## src/sv/caiu_pkg.sv

```systemverilog
package caiu_pkg;

   // angle resolution: one full turn is 2**ANGLE_BITS units
   localparam int ANGLE_BITS = 16;
   localparam int LEN_BITS   = ANGLE_BITS + 1;
   localparam int TOL_BITS   = 8;

   typedef logic [ANGLE_BITS-1:0] angle_type;
   typedef logic [LEN_BITS-1:0]   length_type;
   typedef logic [2:0]            action_type;

   localparam length_type FULL_TURN = length_type'(1) << ANGLE_BITS;
   localparam length_type HALF_TURN = length_type'(1) << (ANGLE_BITS - 1);

   // action codes
   localparam action_type ACT_INTERSECT  = 3'd0;
   localparam action_type ACT_UNION      = 3'd1;
   localparam action_type ACT_POINT_IN_A = 3'd2;
   localparam action_type ACT_B_IN_A     = 3'd3;
   localparam action_type ACT_OVERLAP    = 3'd4;
   localparam action_type ACT_CLAMP      = 3'd5;
   localparam action_type ACT_COMPLEMENT = 3'd6;

   typedef struct packed {
      action_type action;
      angle_type  arc_a_start;
      length_type arc_a_length;
      logic       arc_a_empty;
      angle_type  arc_b_start;
      length_type arc_b_length;
      logic       arc_b_empty;
      angle_type  point;
   } req_type;

   typedef struct packed {
      angle_type  result_start;
      length_type result_length;
      logic       result_empty;
      logic       result_flag;
      angle_type  clamped_point;
   } rsp_type;

   // normalised arc
   typedef struct packed {
      angle_type  s;
      length_type l;
      logic       e;
   } arc_type;

endpackage

```

## src/sv/circular_arc_interval_unit.sv

```systemverilog
// channel   direction  handshake           payload
// req_      in         req_valid/req_stall  req_data (req_type)
// rsp_      out        rsp_valid/rsp_stall  rsp_data (rsp_type)
// csr_      in         csr_write_enable     csr_write_data (tolerance)
//
// one request a cycle while req_stall is low; a taken request passes through the
// request register, then the result register, with the arc logic between them.
// reset is synchronous: both valid flags clear, tolerance returns to 1.
// a stalled result holds in the result register while the request register
// still fills; req_stall rises only when both stages are occupied and stalled.
module circular_arc_interval_unit
   import caiu_pkg::*;
(
   input  logic                clock,
   input  logic                reset,
   input  logic                req_valid,
   output logic                req_stall,
   input  req_type             req_data,
   output logic                rsp_valid,
   input  logic                rsp_stall,
   output rsp_type             rsp_data,
   input  logic                csr_write_enable,
   input  logic [TOL_BITS-1:0] csr_write_data
);

   localparam int WIDE_BITS = ANGLE_BITS + 2;

   logic [TOL_BITS-1:0] tol_ff;
   logic                req_valid_ff;
   req_type             req_ff;
   logic                rsp_valid_ff;
   rsp_type             rsp_ff;
   rsp_type             rsp_in;
   logic                rsp_free;
   logic                req_free;

   arc_type   arc_a;
   arc_type   arc_b;
   logic      a_full;
   logic      b_full;
   logic      bs_in_a;
   logic      as_in_b;
   angle_type d_ba;
   angle_type d_ab;
   angle_type end_a;
   angle_type end_b;
   angle_type d12;
   angle_type d21;
   length_type len_x;
   length_type len_y;
   logic [WIDE_BITS-1:0] uni_x;
   logic [WIDE_BITS-1:0] uni_y;
   logic [WIDE_BITS-1:0] lim;
   logic      contains;
   angle_type clamp_res;

   // saturate length and clear an empty arc
   function automatic arc_type make_arc(angle_type s, length_type l, logic e);
      arc_type r;
      r.e = e;
      r.s = e ? '0 : s;
      r.l = e ? '0 : ((l > FULL_TURN) ? FULL_TURN : l);
      return r;
   endfunction

   function automatic logic has_point(arc_type x, angle_type p);
      angle_type d;
      d = p - x.s;
      return !x.e && ({1'b0, d} <= x.l);
   endfunction

   function automatic length_type sat_wide(logic [WIDE_BITS-1:0] v);
      return (v > WIDE_BITS'(FULL_TURN)) ? FULL_TURN : v[LEN_BITS-1:0];
   endfunction

   // pipeline flow
   assign rsp_free  = !rsp_valid_ff || !rsp_stall;
   assign req_free  = !req_valid_ff || rsp_free;
   assign req_stall = !req_free;
   assign rsp_valid = rsp_valid_ff;
   assign rsp_data  = rsp_ff;

   // tolerance register
   always_ff @(posedge clock) begin
      if (reset) begin
         tol_ff <= TOL_BITS'(1);
      end else if (csr_write_enable) begin
         tol_ff <= csr_write_data;
      end
   end

   // request register
   always_ff @(posedge clock) begin
      if (reset) begin
         req_valid_ff <= 1'b0;
      end else if (req_free) begin
         req_valid_ff <= req_valid;
      end
   end

   always_ff @(posedge clock) begin
      if (req_free && req_valid) begin
         req_ff <= req_data;
      end
   end

   // shared arc terms
   always_comb begin
      arc_a   = make_arc(req_ff.arc_a_start, req_ff.arc_a_length, req_ff.arc_a_empty);
      arc_b   = make_arc(req_ff.arc_b_start, req_ff.arc_b_length, req_ff.arc_b_empty);
      a_full  = !arc_a.e && (arc_a.l == FULL_TURN);
      b_full  = !arc_b.e && (arc_b.l == FULL_TURN);
      d_ba    = arc_b.s - arc_a.s;
      d_ab    = arc_a.s - arc_b.s;
      end_a   = arc_a.s + arc_a.l[ANGLE_BITS-1:0];
      end_b   = arc_b.s + arc_b.l[ANGLE_BITS-1:0];
      bs_in_a = has_point(arc_a, arc_b.s);
      as_in_b = has_point(arc_b, arc_a.s);
      d12     = end_a - arc_b.s;
      d21     = end_b - arc_a.s;
      // intersection lengths, valid only when the start lies inside
      len_x   = arc_a.l - {1'b0, d_ba};
      len_y   = arc_b.l - {1'b0, d_ab};
      // union lengths
      uni_x   = WIDE_BITS'(arc_b.l) + WIDE_BITS'(d_ba);
      uni_y   = WIDE_BITS'(arc_a.l) + WIDE_BITS'(d_ab);
      lim     = WIDE_BITS'(arc_a.l) + WIDE_BITS'(tol_ff);
   end

   // containment of b in a
   always_comb begin
      if (arc_b.e || a_full) begin
         contains = 1'b1;
      end else if (arc_a.e || (arc_b.l > arc_a.l)) begin
         contains = 1'b0;
      end else if ((arc_b.l == HALF_TURN) && (arc_a.l == HALF_TURN)) begin
         contains = (arc_a.s == arc_b.s);
      end else begin
         contains = (WIDE_BITS'(d_ba) <= lim) &&
                    (WIDE_BITS'(angle_type'(end_b - arc_a.s)) <= lim);
      end
   end

   // clamp point to a, ties go to the end
   always_comb begin
      if (has_point(arc_a, req_ff.point) || arc_a.e) begin
         clamp_res = req_ff.point;
      end else if (angle_type'(arc_a.s - req_ff.point) <
                   angle_type'(req_ff.point - end_a)) begin
         clamp_res = arc_a.s;
      end else begin
         clamp_res = end_a;
      end
   end

   // result selection
   always_comb begin
      arc_type r;
      r      = '0;
      rsp_in = '0;
      case (req_ff.action)
         ACT_INTERSECT: begin
            if (arc_a.e || arc_b.e) begin
               r = make_arc('0, '0, 1'b1);
            end else if (a_full) begin
               r = arc_b;
            end else if (b_full) begin
               r = arc_a;
            end else if (bs_in_a) begin
               r = make_arc(arc_b.s, (arc_b.l < len_x) ? arc_b.l : len_x, 1'b0);
            end else if (as_in_b) begin
               r = make_arc(arc_a.s, (arc_a.l < len_y) ? arc_a.l : len_y, 1'b0);
            end else begin
               r = make_arc('0, '0, 1'b1);
            end
         end
         ACT_UNION: begin
            if (arc_a.e) begin
               r = arc_b;
            end else if (arc_b.e) begin
               r = arc_a;
            end else if (bs_in_a) begin
               r = make_arc(arc_a.s, sat_wide((WIDE_BITS'(arc_a.l) > uni_x) ?
                                              WIDE_BITS'(arc_a.l) : uni_x), 1'b0);
            end else if (as_in_b) begin
               r = make_arc(arc_b.s, sat_wide((WIDE_BITS'(arc_b.l) > uni_y) ?
                                              WIDE_BITS'(arc_b.l) : uni_y), 1'b0);
            end else if (d12 < d21) begin
               r = make_arc(arc_b.s, {1'b0, d12}, 1'b0);
            end else begin
               r = make_arc(arc_a.s, {1'b0, d21}, 1'b0);
            end
         end
         ACT_POINT_IN_A: begin
            rsp_in.result_flag = has_point(arc_a, req_ff.point);
         end
         ACT_B_IN_A: begin
            rsp_in.result_flag = contains;
         end
         ACT_OVERLAP: begin
            rsp_in.result_flag = bs_in_a || as_in_b;
         end
         ACT_CLAMP: begin
            rsp_in.clamped_point = clamp_res;
         end
         ACT_COMPLEMENT: begin
            if (arc_a.e) begin
               r = make_arc(req_ff.arc_a_start, FULL_TURN, 1'b0);
            end else begin
               r = make_arc(end_a, FULL_TURN - arc_a.l, 1'b0);
            end
         end
         default: begin
            r = '0;
         end
      endcase
      rsp_in.result_start  = r.s;
      rsp_in.result_length = r.l;
      rsp_in.result_empty  = r.e;
   end

   // result register
   always_ff @(posedge clock) begin
      if (reset) begin
         rsp_valid_ff <= 1'b0;
      end else if (rsp_free) begin
         rsp_valid_ff <= req_valid_ff;
      end
   end

   always_ff @(posedge clock) begin
      if (rsp_free && req_valid_ff) begin
         rsp_ff <= rsp_in;
      end
   end

endmodule

```

## config.mk

```make
export PLATFORM = sky130hd
export DESIGN_NAME = circular_arc_interval_unit
export DESIGN_NICKNAME = d
export VERILOG_FILES = /design/src/sv/caiu_pkg.sv /design/src/sv/circular_arc_interval_unit.sv
export SDC_FILE = /design/constraint.sdc
export NUM_CORES = 1
export LEC_CHECK = 0
export ABC_AREA = 1
export BUFFER_PORTS_ARGS = -buffer_cell sky130_fd_sc_hd__clkbuf_2
export CAP_MARGIN = 20
export CELL_PAD_IN_SITES_DETAIL_PLACEMENT = 2
export CELL_PAD_IN_SITES_GLOBAL_PLACEMENT = 2
export CORE_AREA = 2 2 283 285
export CTS_CLUSTER_DIAMETER = 100
export DETAILED_ROUTE_END_ITERATION = 8
export DIE_AREA = 0 0 285 287
export GPL_TIMING_DRIVEN = 0
export PLACE_DENSITY_LB_ADDON = 0.1
export SLEW_MARGIN = 25
export SYNTH_ARGS = -nofsm -noshare
export SYNTH_HDL_FRONTEND = slang
export SYNTH_SLANG_ARGS = --single-unit
export TNS_END_PERCENT = 100
```

## constraint.sdc

```tcl
create_clock -name clock -period 11 [get_ports clock]
set_input_delay 1.65 -clock clock [delete_from_list [all_inputs] [get_ports clock]]
set_output_delay 1.65 -clock clock [all_outputs]
set_load 0.01 [all_outputs]
```

# Word level (Yosys, flattened, before mapping)
# Cells that the tools add are included.
[word_totals]
regBits = 148
inputBits = 100
out_inout_bits = 53
wordCells = 125
[op_classes]
addsub = 15
order_cmp = 23
n_eq_ne = 11
mux = 37
n_reduce_logical = 23
[op_table]
columns = ["operator", "n"]
rows = [
  ["34-bit two-way mux", 11],
  ["17-bit two-way mux", 15],
  ["17-bit > comparator (second input constant)", 7],
  ["16-bit subtractor", 7],
  ["34-bit one-hot mux with 3 select lines", 1],
  ["16-bit two-way mux", 4],
  ["16-bit by 17-bit less-or-equal comparator with 1-bit output", 3],
  ["17-bit by 16-bit adder with 18-bit output", 2],
  ["17-bit by 18-bit > comparator with 1-bit output", 2],
  ["18-bit by 17-bit > comparator with 1-bit output (second input constant)", 2],
  ["16-bit by 18-bit less-or-equal comparator with 1-bit output", 2],
  ["18-bit two-way mux", 2],
  ["17-bit by 16-bit == test with 1-bit output (second input constant)", 2],
  ["17-bit == test (second input constant)", 2],
  ["16-bit by 17-bit > comparator with 1-bit output (second input constant)", 2],
  ["17-bit < comparator", 2],
  ["17-bit by 16-bit subtractor with 17-bit output", 2],
  ["16-bit adder", 2],
  ["16-bit < comparator", 2],
  ["17-bit by 8-bit adder with 18-bit output", 1],
  ["17-bit > comparator", 1],
  ["17-bit subtractor (first input constant)", 1],
  ["16-bit == test", 1],
  ["3-bit == test (second input constant)", 3],
  ["8 further kinds", 30],
]

# Depth between registers and ports, before layout
# Gate-level depths: netlist (run 1).
[logic_depth]
depth_word = 15
depth_mapped = 55
depth_no_buf = 50

# Worst setup path before layout (run 1)
# OpenSTA, ideal clock, no wires.
[synth_timing]
path_type = "register -> register"
startpoint = "reg req_ff, in the netlist arc_a[0]"
endpoint = "reg rsp_ff, in the netlist rsp_data[27] (data pin)"
setup_time_ns = 0.253
arrival_ns = 7.055
required_ns = 10.747
setup_slack_ns = 3.692
stages_incl_launch_ff = 48
n_path_buf = 7
period_less_slack_ns = 7.308
path_cell_list = "edfxtp_1 > clkbuf_1 > clkbuf_1 > clkbuf_1 > clkbuf_1 > buf_1 > nor2_1 > ha_1 > inv_1 > ha_1 > a21oi_1 > o21bai_1 > a21boi_0 > o21ai_1 > xor2_1 > inv_1 > ha_1 > nand2_1 > [... 12 more ...] > a21oi_1 > clkbuf_1 > nand3_1 > nand2_1 > nor2_1 > nand2_1 > nor2_1 > nand2_1 > nand2_1 > buf_4 > nand2_1 > nand2_1 > nand2_1 > nand2_1 > a21oi_1 > nand2_1 > nand2_1 > nand2_1"
[synth_rtl]
columns = ["element", "line_no", "text"]
rows = [
  ["start, declared", "circular_arc_interval_unit.sv:30", "req_type req_ff;"],
  ["start signal, assigned", "circular_arc_interval_unit.sv:103", "req_ff <= req_data;"],
  ["end signal, assigned", "circular_arc_interval_unit.sv:233", "rsp_ff <= rsp_in;"],
  ["end, declared", "circular_arc_interval_unit.sv:32", "rsp_type rsp_ff;"],
]

==> metrics.yaml, run 1 <==
die_area_sq_um: 81800
setup-violations-final: 0
syn_area_per_cell_sq_um: 6.65
synth_compound_area_share_pct: 18.4
hold_violations: 0
final_common_cell: "nand2_1"
syn_to_final_growth_pct: 13.7
drive_gt1_share_pct: 7.86
wl_um: 144000
cp_common_cell: "nand2_1"
fmax_mhz: 95.4
irDropWorstVdd_mv: 0.140
ys_types: 56
grt_setup_unrepaired: "no"
final_cell_mix: "852 x nand2_1, 533 x inv_1, 348 x ha_1"
synth_nets: 3996
period_needed_ns: 10.49
crit_path_start_kind: "flop"
vias: 26800
dp_hpwl_um: 122000
start_util_pct: 29.9
vias_per_cell: 5.61
ios: 153
synthMuxAreaShare_pct: 0
grt_pass1_wl_um: 204000
tightestPinTransition_ns: 1.12
die_h_um: 287
row_count: 103
slew_viol_final: 0
yosys-top-cells-area: "ha_1 19%, edfxtp_1 18%, nand2_1 14%"
firstDrtPassIters: 5
whs_ns: 0.513
clk_pin_slew_ns: 0.08
synth_ff_type: "edfxtp_1"
status: "finished clean"
power_mw: 3.99
drc_errors: 0
synth_top_family_by_area: "simple AND/OR/NAND/NOR gates"
cts-htree-levels: 4
power.density_nw_per_um2: 149
synth-xor-area-share_pct: 6.75
grt.overflow.total: 0
wl_per_cell_um: 30.2
arrival_ns: 10.84
cts.sink_count: 148
cts_tree: "built"
synth-adder-area-share_pct: 20.0
insertion_delay_ns: 0.50
synth-async-reset-ratio_pct: 0
ant_nets: 0
ys_seq_area_share_pct: 18.5
drt_iter0_drc: 1960
fin_crit_sh_pct: 95.3
die_x_um: 285
setup-tns-final_ns: 0
cts.path.max_buffers: 2
grt_max_degree: 60
yosysWarnings: 0
fin_nets: 4182
cts_made_buffers: 17
synth_edf_count: 138
worst_path_largest_cell_delay_ns: 0.94
max-cap-violations: 0
grt.total_usage_pct: 34.8
nFillCells: 9543
p_leak_nw: 13.6
synthSimpleGateAreaFrac_pct: 26.0
postSynthCellCount: 3531
port_buffers: 152
slew_headroom_pct: 24.2
synth_top_area_share_pct: 18.6
endpoint_kind: "flop"
slowest_stage: "o21ai_0"
worstHoldPathType: "flop to flop"
root_buffer: "clkbuf_16"
ys_seq_elements: 148
core_sq_um: 78600
cp.required_ns: 11.36
grt_pass1_vias: 28400
path_max_fanout: 10
antenna_found_initial: 8
finalClockSkew_ns: 0.0222
syn_area_sq_um: 23500
synth_top_cell_by_area: "ha_1"
finalWeightedCongestion: 0.995
path_class: "flop to flop"
-- critical path, delay by kind of cell (launching register included) --
| family | cells | cell delay, ns |
|---|---|---|
| buffers and inverters | 8 | 1.94 |
| xor gates and xnor gates | 1 | 0.54 |
| and+or+nand+nor | 26 | 4.25 |
| DFF | 1 | 0.66 |
| adders and majority gates | 2 | 0.65 |
| AOI/OAI and AO/OA | 6 | 2.26 |
-- cell families after synthesis --
logic type,Yosys count
AOI/OAI and AO/OA,743
buffers and inverters,634
adders and majority gates,365
DFF,148
xor gates and xnor gates,181
and+or+nand+nor,1460
-- power by group --
group / internal [mW] / leakage, nW / total, mW / switching (mW)
Combinational: 0.790 / 11.9 / 2.70 / 1.91
Sequential: 0.652 / 1.45 / 0.681 / 0.0292
Clock: 0.303 / 0.279 / 0.602 / 0.299
-- what timing repair did --
item,4_1_cts,5_1_grt
gates resized for setup,1,2
buffers inserted,0,0
hold buffers,0,0
endpoints found under the setup margin,22,16
-- area by class of cell --
class                   count  area [sq um]  area share, %
multi-input cells        2749         16900           63.2
flip-flops and latches    148          4340           16.3
inverters                 551          2070           7.76
well taps                1050          1310           4.92
repair buffers            169          1140           4.26
clock buffers              17           425           1.59
plain buffers              81           367           1.37
clock inverters            15           160          0.600
diodes                      3          7.51         0.0281
-- cells in the mapped netlist (9+ instances only) --
cell type  number
nand2_1       852
inv_1         535
ha_1          348
a21oi_1       316
nor2_1        261
nand3_1       196
o21ai_0       190
xor2_1        153
edfxtp_1      138
clkbuf_1       54
nand4_1        51
o211ai_1       51
nor3_1         39
xnor2_1        28
o21bai_1       26
a21o_1         25
a31oi_1        21
o21ai_1        21
o221ai_1       19
fa_1           17
nor4_1         17
a211oi_1       13
buf_2          13
o2111ai_1      12
nor2_2         11
dfxtp_1        10
inv_2          10
buf_1           9
-- registers in the layout (all words and copies together), names as in the netlist --
register      flops
req_ff           85
tol_ff            8
rsp_valid         1
arc_a             1
arc_b             1
rsp_data         51
req_valid_ff      1
-- layer usage --
metal	up-vias	GRT usage [%]	share of wire, %
met3	214	4.18	5.0
met5	-	0	0
met2	785	57.4	46
met1	13600	45.2	44
met4	0	16.9	5.2
li1	12200	-	-
-- worst paths after layout --
check	start	to	slack (ns)	cells after the start
setup / recovery	arc_a[0]	rsp_data[21]	0.51	43
hold / removal	tol_ff[0]	tol_ff[0]	0.51	2
setup reg to reg	arc_a[0]	rsp_data[21]	0.51	43
hold reg to reg	tol_ff[0]	tol_ff[0]	0.51	2
-- per-stage QoR --
step,setup slack (ns),util [%],instances,cell area (sq um)
after global placement,-0.747,32.5,4733,25500
after CTS,0.144,33.9,4781,26700
after floorplan,3.69,-,3531,23500
after global routing,0.110,33.9,4780,26700
final,0.515,33.9,4783,26700
after detailed placement,-0.728,33.2,4750,26100
No activity file was read; power rests on OpenSTA's default activity.
==> run 2, diff against run 1 <==
Settings changed: PLACE_DENSITY set to 0.76, PLACE_DENSITY_LB_ADDON 0.1 to not set.
==> metrics.yaml, run 2 (synthesis gave the netlist of run 1 again) <==
root_buffer: "clkbuf_16"
drive_gt1_share_pct: 7.89
finalClockSkew_ns: 0.0174
final_cell_mix: "852 x nand2_1, 533 x inv_1, 348 x ha_1"
finalNonFillerCells: 4777
row_count: 103
cp_common_cell: "nand2_1"
critPathTopFamily: "buffers and inverters"
vias_per_cell: 5.65
slew_viol_final: 0
final_common_cell: "nand2_1"
tightestPinTransition_ns: 1.20
grt_pass1_vias: 28100
core_sq_um: 78600
p_int_mw: 1.78
final_area_sq_um: 26700
grt_pass1_wl_um: 195000
seqPwrFrac_pct: 17.3
dp_hpwl_um: 112000
met3_length_um: 9480
cts.path.max_buffers: 2
cp.required_ns: 11.22
power_mw: 3.94
cts.sink_count: 148
status: "finished clean"
pwr-share-clk_pct: 15.8
worstHoldPathType: "flop to flop"
cts_tree: "built"
r2r-start: "arc_a[0]"
firstDrtPassIters: 5
crit_buf_inv: 10
grt_max_degree: 56
drc_errors: 0
setup.worst_path.start: "arc_a[0]"
wirelength_met1_um: 60300
insertion_delay_ns: 0.47
cts_setup_buffers: 0
setup-violations-final: 0
routed.top_layer: "met4"
worst_path_largest_cell_delay_ns: 0.95
whs_ns: 0.526
switching_power_mw: 2.16
grt_setup_unrepaired: "no"
largest_reg_flops: 85
die_h_um: 287
crit_path_start_kind: "flop"
p_leak_nw: 13.6
slew_headroom_pct: 20.3
port_buffers: 152
dr_wl_met2_um: 59900
drt_iter0_drc: 2279
die_x_um: 285
cts-htree-levels: 4
cts_made_buffers: 17
worst_hold_startpoint: "tol_ff[4]"
syn_to_final_growth_pct: 13.7
finalWeightedCongestion: 0.977
die_area_sq_um: 81800
period_needed_ns: 10.15
grt.overflow.total: 0
fmax_mhz: 98.6
vias: 27000
largest-register: "req_ff"
cts_hold_buf: 0
grt.total_usage_pct: 32.9
placedCellCount: 4746
power.density_nw_per_um2: 148
hold_violations: 0
path_class: "flop to flop"
max-cap-violations: 0
path_max_fanout: 19
p_sw_share_pct: 54.9
endpoint_kind: "flop"
slowest_stage: "xor2_1"
ant_nets: 0
fin_crit_sh_pct: 92.2
arrival_ns: 10.37
start_util_pct: 29.9
antenna_found_initial: 5
diodes: 0
irDropWorstVdd_mv: 0.161
ios: 153
combinationalPowerShare_pct: 66.9
clk_pin_slew_ns: 0.07
fin_nets: 4179
wl_um: 137000
wl_per_cell_um: 28.6
postPlaceCellArea_sq_um: 26100
==> run 2: cell count changes in the layout (fill, tap and decap cells not counted), moves of 2 or more <==
cell | before | now
diode_2 | 3 | 0
clkinv_8 | 2 | 0
inv_8 | 7 | 4
buf_6 | 6 | 3
xor2_2 | 0 | 3
bufinv_16 | 0 | 2
clkbuf_2 | 154 | 156
nor2_2 | 8 | 5
xor2_1 | 153 | 150
inv_6 | 2 | 4
nor2_4 | 21 | 25
clkinv_2 | 0 | 2
==> run 2: cell type report <==
class	count	area [sq um]
clock buffers	17	425
clock inverters	15	169
well taps	1050	1310
flip-flops and latches	148	4340
multi-input cells	2749	16900
repair buffers	165	1100
plain buffers	82	372
inverters	551	2070
fillers	9713	51900
==> run 2: path summary, 6_finish.rpt <==
| check | end | slack (ns) | cells after the start |
|---|---|---|---|
| hold / removal | tol_ff[4] | 0.53 | 2 |
| setup reg to reg | rsp_data[21] | 0.85 | 47 |
| setup / recovery | rsp_data[21] | 0.85 | 47 |
| hold reg to reg | tol_ff[4] | 0.53 | 2 |
==> run 2: stage by stage <==
step / utilization (%) / worst slack, ns / setup TNS (ns)
2_1_floorplan: - / 3.69 / 0
3_3_place_gp: 32.5 / -0.672 / -8.19
3_5_place_dp: 33.2 / -0.173 / -0.996
4_1_cts: 34.0 / 0.0189 / 0
5_1_grt: 34.0 / 0.200 / 0
6_report: 34.0 / 0.853 / 0
==> run 2: tightest hold or removal path, stage by stage, from the launching register on <==
cell,delay [ns]
dfxtp_1,0.34
o21ai_0,0.08
nor2_1,0.07
==> run 2: timing repair <==
action,4_1_cts,5_1_grt
pin swaps,0,0
endpoints found under the setup margin,13,20
resized for setup,3,5
gates cloned,0,0
==> run 2: power by group through the flow <==
stage | Clock, mW | Sequential, mW | Combinational, mW
6_report | 0.624 | 0.682 | 2.64
5_1_grt | 0.645 | 0.684 | 2.88
4_1_cts | 0.633 | 0.681 | 2.58
3_5_place_dp | 0 | 0.693 | 2.55
3_3_place_gp | 0 | 0.695 | 2.44
2_1_floorplan | 0 | 0.684 | 1.63
==> run 2: routing by layer <==
metal / vias up / GRT usage (%)
li1: 12200 / -
met1: 13600 / 43.7
met2: 968 / 52.2
met3: 228 / 4.90
met4: 0 / 15.9
met5: - / 0
